$ cat config.mk
export PLATFORM = sky130hd
export DESIGN_NAME = bbf_div
export DESIGN_NICKNAME = d
export VERILOG_FILES = /design/src/hw/rtl/bbf_pkg.sv /design/src/hw/rtl/bbf_div.sv
export SDC_FILE = /design/constraint.sdc
export NUM_CORES = 1
export LEC_CHECK = 0
export BUFFER_PORTS_ARGS = -buffer_cell sky130_fd_sc_hd__buf_2
export CAP_MARGIN = 20
export CORE_ASPECT_RATIO = 0.5
export CORE_UTILIZATION = 60
export DETAILED_ROUTE_END_ITERATION = 7
export PLACE_DENSITY = 0.82
export SLEW_MARGIN = 10
export SYNTH_ARGS = -nofsm -noshare
export SYNTH_HDL_FRONTEND = slang
export SYNTH_SLANG_ARGS = --single-unit
$ cat constraint.sdc
create_clock -name i_clk -period 6.9 [get_ports i_clk]
set_clock_uncertainty 0.2 [all_clocks]
set_input_delay 1.725 -clock i_clk [delete_from_list [all_inputs] [get_ports i_clk]]
set_output_delay 1.725 -clock i_clk [all_outputs]
set_load 0.02 [all_outputs]
$ cat src/hw/rtl/bbf_pkg.sv
`timescale 1ns / 1ps
`default_nettype none
// ----------------------------------------------------------------------------
// bbf_pkg: shared constants and types of the RGB box blur
// Register indexes, geometry limits and the packed pixel type.
// ----------------------------------------------------------------------------
package bbf_pkg;
    localparam int MaxWidth  = 2048;
    localparam int MaxHeight = 2048;
    localparam int MaxBox    = 16;
    localparam int WW  = $clog2(MaxWidth) + 1;   // width/height register bits
    localparam int CW  = $clog2(MaxWidth);        // column index bits
    localparam int RW  = $clog2(MaxHeight);       // row index bits
    localparam int BW  = $clog2(MaxBox) + 1;      // box register bits
    localparam int SW  = $clog2(MaxBox);          // row slot bits
    localparam int CSW = 12;                      // column sum per channel
    localparam int WSW = 16;                      // window sum per channel
    localparam int AW  = 2 * BW;                  // box area bits
    localparam int DW  = WSW + 1;                 // divider remainder bits

    localparam logic [1:0] REG_WIDTH  = 2'd0;
    localparam logic [1:0] REG_HEIGHT = 2'd1;
    localparam logic [1:0] REG_ROWS   = 2'd2;
    localparam logic [1:0] REG_COLS   = 2'd3;

    typedef struct packed {
        logic [7:0] red;
        logic [7:0] green;
        logic [7:0] blue;
    } t_pix;

    typedef struct packed {
        logic [WSW-1:0] red;
        logic [WSW-1:0] green;
        logic [WSW-1:0] blue;
    } t_wsum;

    function automatic logic [WW-1:0] clamp_dim(input logic [11:0] v);
        logic [WW-1:0] r;
        if (v == 12'd0) r = WW'(1);
        else if (int'(v) > MaxWidth) r = WW'(MaxWidth);
        else r = WW'(v);
        return r;
    endfunction

    function automatic logic [BW-1:0] clamp_box(input logic [4:0] v);
        logic [BW-1:0] r;
        if (v == 5'd0) r = BW'(1);
        else if (int'(v) > MaxBox) r = BW'(MaxBox);
        else r = BW'(v);
        return r;
    endfunction
endpackage
`default_nettype wire

$ cat src/hw/rtl/bbf_div.sv
`timescale 1ns / 1ps
`default_nettype none
// ----------------------------------------------------------------------------
// bbf_div: three-channel restoring divider
// Divides three window sums by the box area, one quotient bit per cycle.
// ----------------------------------------------------------------------------
module bbf_div
    import bbf_pkg::*;
(
    input  wire logic          i_clk,
    input  wire logic          i_rst_n,
    input  wire logic          i_start,
    input  wire t_wsum         i_sum,
    input  wire logic [AW-1:0] i_area,
    output logic               o_busy,
    output logic               o_done,
    output t_pix               o_mean
);
    localparam int CNW = $clog2(WSW + 1);

    logic [CNW-1:0] r_cnt;
    logic           r_busy;
    logic           r_done;
    logic [AW-1:0]  r_area;
    logic [WSW-1:0] r_q [3];
    logic [DW-1:0]  r_rem [3];
    logic [WSW-1:0] n_q [3];
    logic [DW-1:0]  n_rem [3];

    always_comb begin
        logic [DW-1:0] sh;
        for (int c = 0; c < 3; c++) begin
            sh = {r_rem[c][DW-2:0], r_q[c][WSW-1]};
            if (sh >= DW'(r_area)) begin
                n_rem[c] = sh - DW'(r_area);
                n_q[c]   = {r_q[c][WSW-2:0], 1'b1};
            end else begin
                n_rem[c] = sh;
                n_q[c]   = {r_q[c][WSW-2:0], 1'b0};
            end
        end
    end

    always_ff @(posedge i_clk) begin
        if (!i_rst_n) begin
            r_busy <= 1'b0;
            r_done <= 1'b0;
            r_cnt  <= '0;
        end else begin
            r_done <= 1'b0;
            if (i_start) begin
                r_busy <= 1'b1;
                r_cnt  <= CNW'(WSW);
                r_area <= i_area;
                r_q[0] <= i_sum.red;
                r_q[1] <= i_sum.green;
                r_q[2] <= i_sum.blue;
                for (int c = 0; c < 3; c++) r_rem[c] <= '0;
            end else if (r_busy) begin
                for (int c = 0; c < 3; c++) begin
                    r_q[c]   <= n_q[c];
                    r_rem[c] <= n_rem[c];
                end
                r_cnt <= r_cnt - CNW'(1);
                if (r_cnt == CNW'(1)) begin
                    r_busy <= 1'b0;
                    r_done <= 1'b1;
                end
            end
        end
    end

    assign o_busy = r_busy;
    assign o_done = r_done;
    assign o_mean = '{red: r_q[0][7:0], green: r_q[1][7:0], blue: r_q[2][7:0]};
endmodule
`default_nettype wire

After elaboration in Yosys (flattened, before gate mapping)
Memories as Yosys holds them, arrays and structs flattened.
Cells that the tools add are included.
{ "totals": {"latch_bits": 0, "mem_bits_ro": 0, "ff_bits": 17, "mem_count": 2, "mem_bits_rw": 99} }
{ "classes": {"n_mux": 25, "magnitude_cmp": 3, "n_reduce_logical": 4, "multipliers": 0, "div_mod_pow": 0, "addsub": 4, "shift": 0, "n_eq_ne": 1, "bitwise_logic": 8} }
{ "mem_list": {"columns": ["name", "words", "word_bits", "rd", "rd_ports_with_merged_regs", "write_ports", "line", "rtl"], "rows": [
  ["r_rem", 3, 17, 3, 0, 3, "bbf_div.sv:26", "logic [DW-1:0] r_rem [3];"],
  ["r_q", 3, 16, 3, 0, 3, "bbf_div.sv:25", "logic [WSW-1:0] r_q [3];"]
]} }
{ "op_table": {"columns": ["operator", "n"], "rows": [
  ["17-bit 2-to-1 mux", 6],
  ["17-bit by 10-bit greater-or-equal comparator with 1-bit output", 3],
  ["17-bit by 10-bit subtractor with 17-bit output", 3],
  ["16-bit 2-to-1 mux", 3],
  ["1-bit 2-to-1 mux", 14],
  ["5-bit 2-to-1 mux", 2],
  ["1-bit bitwise OR", 6],
  ["5-bit by 1-bit equality test with 1-bit output (second input constant)", 1],
  ["5-bit by 1-bit subtractor with 5-bit output (second input constant)", 1],
  ["3-bit OR reduction", 1],
  ["1-bit inverter", 2],
  ["2-bit AND reduction", 1],
  ["2-bit nonzero test", 1],
  ["2-bit OR reduction", 1]
]} }

Depth between registers and ports, before layout
{ "logic_depth": {"ltp_word": 5, "ltp_mapped": 10} }

Worst setup path before layout
Ideal clock, no wire load.
{ "synth_timing": {"kind": "in2reg", "startpoint": "input i_rst_n", "endpoint": "memory r_q[0][0] (enable)", "t_arrival_ps": 3911, "path_slack_ps": 2326, "stages": 1, "required_ps": 6237, "path_cell_list": "o21a_1"} }
{ "synth_rtl": {"columns": ["item", "line", "rtl"], "rows": [
  ["start, declared", "bbf_div.sv:11", "input wire logic i_rst_n,"],
  ["end, declared", "bbf_div.sv:25", null]
]} }

==> impl_metrics.csv <==
group,metric,value,unit
floorplanning,die_x,152,um
global_route,track_usage,27.5,%
timing,setup-tns-final,0,ns
cts,cts_setup_buffers,0,
pwr,p_int,1.42,mW
drt,drtIter0Drc,548,
cts,cts_resized,0,
synthesis,synth_top_area_share,47.4,%
critical_path,critPathMaxFanout,56,
floorplanning,coreArea,10500,sq um
critical_path,cp.required,6.97,ns
final_layout,multi_input_area,3020,sq um
drt,drcViolationCount,0,
drt,vias,5317,
timing,slew_viol_final,0,
cts,insertion_delay,0.42,ns
synthesis,syn_area_per_cell,9.67,sq um
global_route,grt_pass1_wl,24400,um
drt,wl_per_cell,16.6,um
synthesis,yosys_warnings,0,
timing,setup_viol,0,
placed_design,gp_congestion,0.923,
synthesis,synth_top_cell_by_area,"edfxtp_1",
floorplanning,die-area,11600,sq um
synthesis,ys_seq_area_share,49.5,%
job,drv_cap,0,
placed_design,numPortBuffers,86,
critical_path,critical_path_class,"in2reg",
cts,cts_tree,"built",
final_layout,fillers,778,
final_layout,nNetsFinal,849,
global_route,antenna_found_initial,1,
synthesis,synth_nets,790,
global_route,grt_max_degree,57,
pwr,vdd_drop_max,0.000154,V
final_layout,num_antenna_cells,0,
synthesis,synth-seq-cells,113,
status,status,"complete, no violations",
timing,tightest_slew,0.713,ns
synthesis,synth_ff_type,"edfxtp_1",
placed_design,hpwl,9930,um
synthesis,synth_edf_count,106,
drt,antenna_left,0,
timing,whs,0.297,ns
pwr,p_seq_share,41.7,%
cts,cts.clk_slew.worst_paths,0.06,ns
pwr,combPwrFrac,15.1,%
cts,cts_hold_buf,0,
pwr,power_switching_share,28.2,%
global_route,grt-ovfl-total,0,
pwr,p_clk_share,43.2,%
synthesis,syn_inst,694,
synthesis,netlist_area,6710,sq um
min_path,worstHoldPathType,"reg2reg",
floorplanning,placementRows,26,
cts,cts_root_buffer,"clkbuf_16",
synthesis,synth_cell_type_count,61,
final_layout,seqCellArea,3320,sq um
critical_path,start_kind,"primary input",
pwr,power_switching,0.558,mW
timing,rsz0062_at_grt,"no",
floorplanning,start_util,63.7,%
critical_path,crit_arrival,3.85,ns
cts,cts_made_buffers,17,
critical_path,reg2reg_slack,3.46,ns
final_layout,drive_gt1_share,17.8,%
floorplanning,num_io_pins,87,
drt,viasPerCell,5.87,
cts,clkSinkCount,113,
cts,htree_levels,4,
final_layout,fin_util,72.6,%
global_route,grt_pass1_vias,4953,
cts,clock_path_buffers,2,
synthesis,ys_top_cells_by_area,"edfxtp_1 47%, nand2_1 11%, ha_1 6.0%",
timing,fmax,0.265,GHz
final_layout,syn_to_final_growth,13.9,%
drt,drtPass1Iterations,6,
timing,period_minus_slack,3.78,ns
timing,hold_violations,0,
timing,layout_worst_path_cycle_share,54.7,%
pwr,leakagePower,3.21,nW
drt,routed_wl,15100,um
synthesis,synthArstFlopShare,0,%
pwr,power_density,259,nW/um^2
floorplanning,die_h,76.8,um
timing,slew_headroom,52.5,%
critical_path,end_kind,"flip-flop",
-- worst paths after layout --
kind	startpoint	cells after the start	to
setup / recovery	i_start	6	r_q[0][32]
hold / removal	r_cnt[1]	2	r_cnt[1]
setup reg to reg	r_area[9]	8	r_rem[0][13]
hold reg to reg	r_cnt[1]	2	r_cnt[1]
-- cells in the mapped netlist, types with 4 or more instances --
cell type    n
a211oi_1     8
a21o_1       8
a21oi_1     39
buf_1        4
buf_4       24
clkbuf_1    19
dfxtp_1      7
edfxtp_1   106
ha_1        32
inv_1       25
mux2i_1      9
nand2_1    188
nand3_1     12
nor2_1      41
nor3_1      11
nor4_1       7
o21a_1      10
o21ai_0     17
o21bai_1     4
o31a_1       4
o31ai_1     10
or3_1       14
or4_1        9
xnor2_1     19
xor2_1       7
-- placed cells by master, fill, tap and decap left out, types with 3 or more instances in the layout --
master / instances
and3_1: 3
o31ai_1: 10
o21bai_1: 4
inv_6: 7
nor2b_1: 3
dfxtp_1: 7
clkinv_4: 3
o31a_1: 4
nand2_1: 188
nor2_1: 40
clkbuf_16: 17
xnor2_1: 19
o21ai_1: 3
or4_1: 9
buf_2: 86
a21oi_1: 39
o21a_1: 9
or3_1: 14
mux2i_1: 9
o21ai_0: 17
a211oi_1: 8
buf_4: 4
xor2_1: 7
nand3_1: 12
ha_1: 32
nor4_1: 7
nor3_1: 11
inv_1: 25
or2_2: 3
fa_1: 3
a21o_1: 8
edfxtp_1: 106
-- registers in the layout, summed over array words and instances, names as in the netlist --
| signal | count |
|---|---|
| o_busy | 1 |
| o_done | 1 |
| r_area | 10 |
| r_cnt | 5 |
| r_q | 48 |
| r_rem | 48 |
-- logic make-up (layout without fill, tap and decap cells) --
kind of cell,after synthesis,count (layout),share of synthesized area [%]
xor+xnor,26,26,3.39
compound gates,130,130,13.1
buf+inv,75,147,5.68
simple gates,306,306,20.1
flops,113,113,49.5
mux,9,9,1.34
fa+ha+maj,35,35,6.86
-- worst max-delay path, cell delays in order --
cell      delay [ns]
buf_2           0.12
nand2b_1        0.44
or2_2           0.65
buf_4           0.59
nand2_1         0.16
nand2_1         0.15
-- layer usage --
layer	vias to the layer above	share of wire (%)	wire length (um)	global-route usage [%]
met5	-	0.066	10	0
met4	2	1.9	289	9.41
met3	33	7.7	1160	7.98
li1	2586	-	-	-
met2	235	46	6910	41.5
met1	2461	44	6700	37.9
-- power groups by stage --
stage               logic [mW]  registers [mW]  clock network, mW
finish                   0.300           0.825              0.856
global route             0.330           0.830              0.896
CTS                      0.295           0.825              0.862
detailed placement       0.292           0.838                  0
global placement         0.283           0.837                  0
floorplan                0.228           0.833                  0
-- through the flow --
step                setup slack, ns  std cells  area, sq um  power (mW)
finish                         3.12        906         7650        1.98
global route                   2.99        906         7650        2.06
CTS                            3.17        906         7650        1.98
detailed placement             2.75        874         7080        1.13
global placement               2.73        874         7080        1.12
floorplan                      2.33        694         6710        1.06
-- area by class of cell --
cell class                 instances  area share (%)
inverter                          25            1.23
sequential                       113            43.4
clock buffer                      17            5.56
clock inverter                    15            1.93
timing repair buffer              90            6.02
tap                              140            2.29
multi-input combinational        506            39.5
Power figures use the tool's default switching activity.
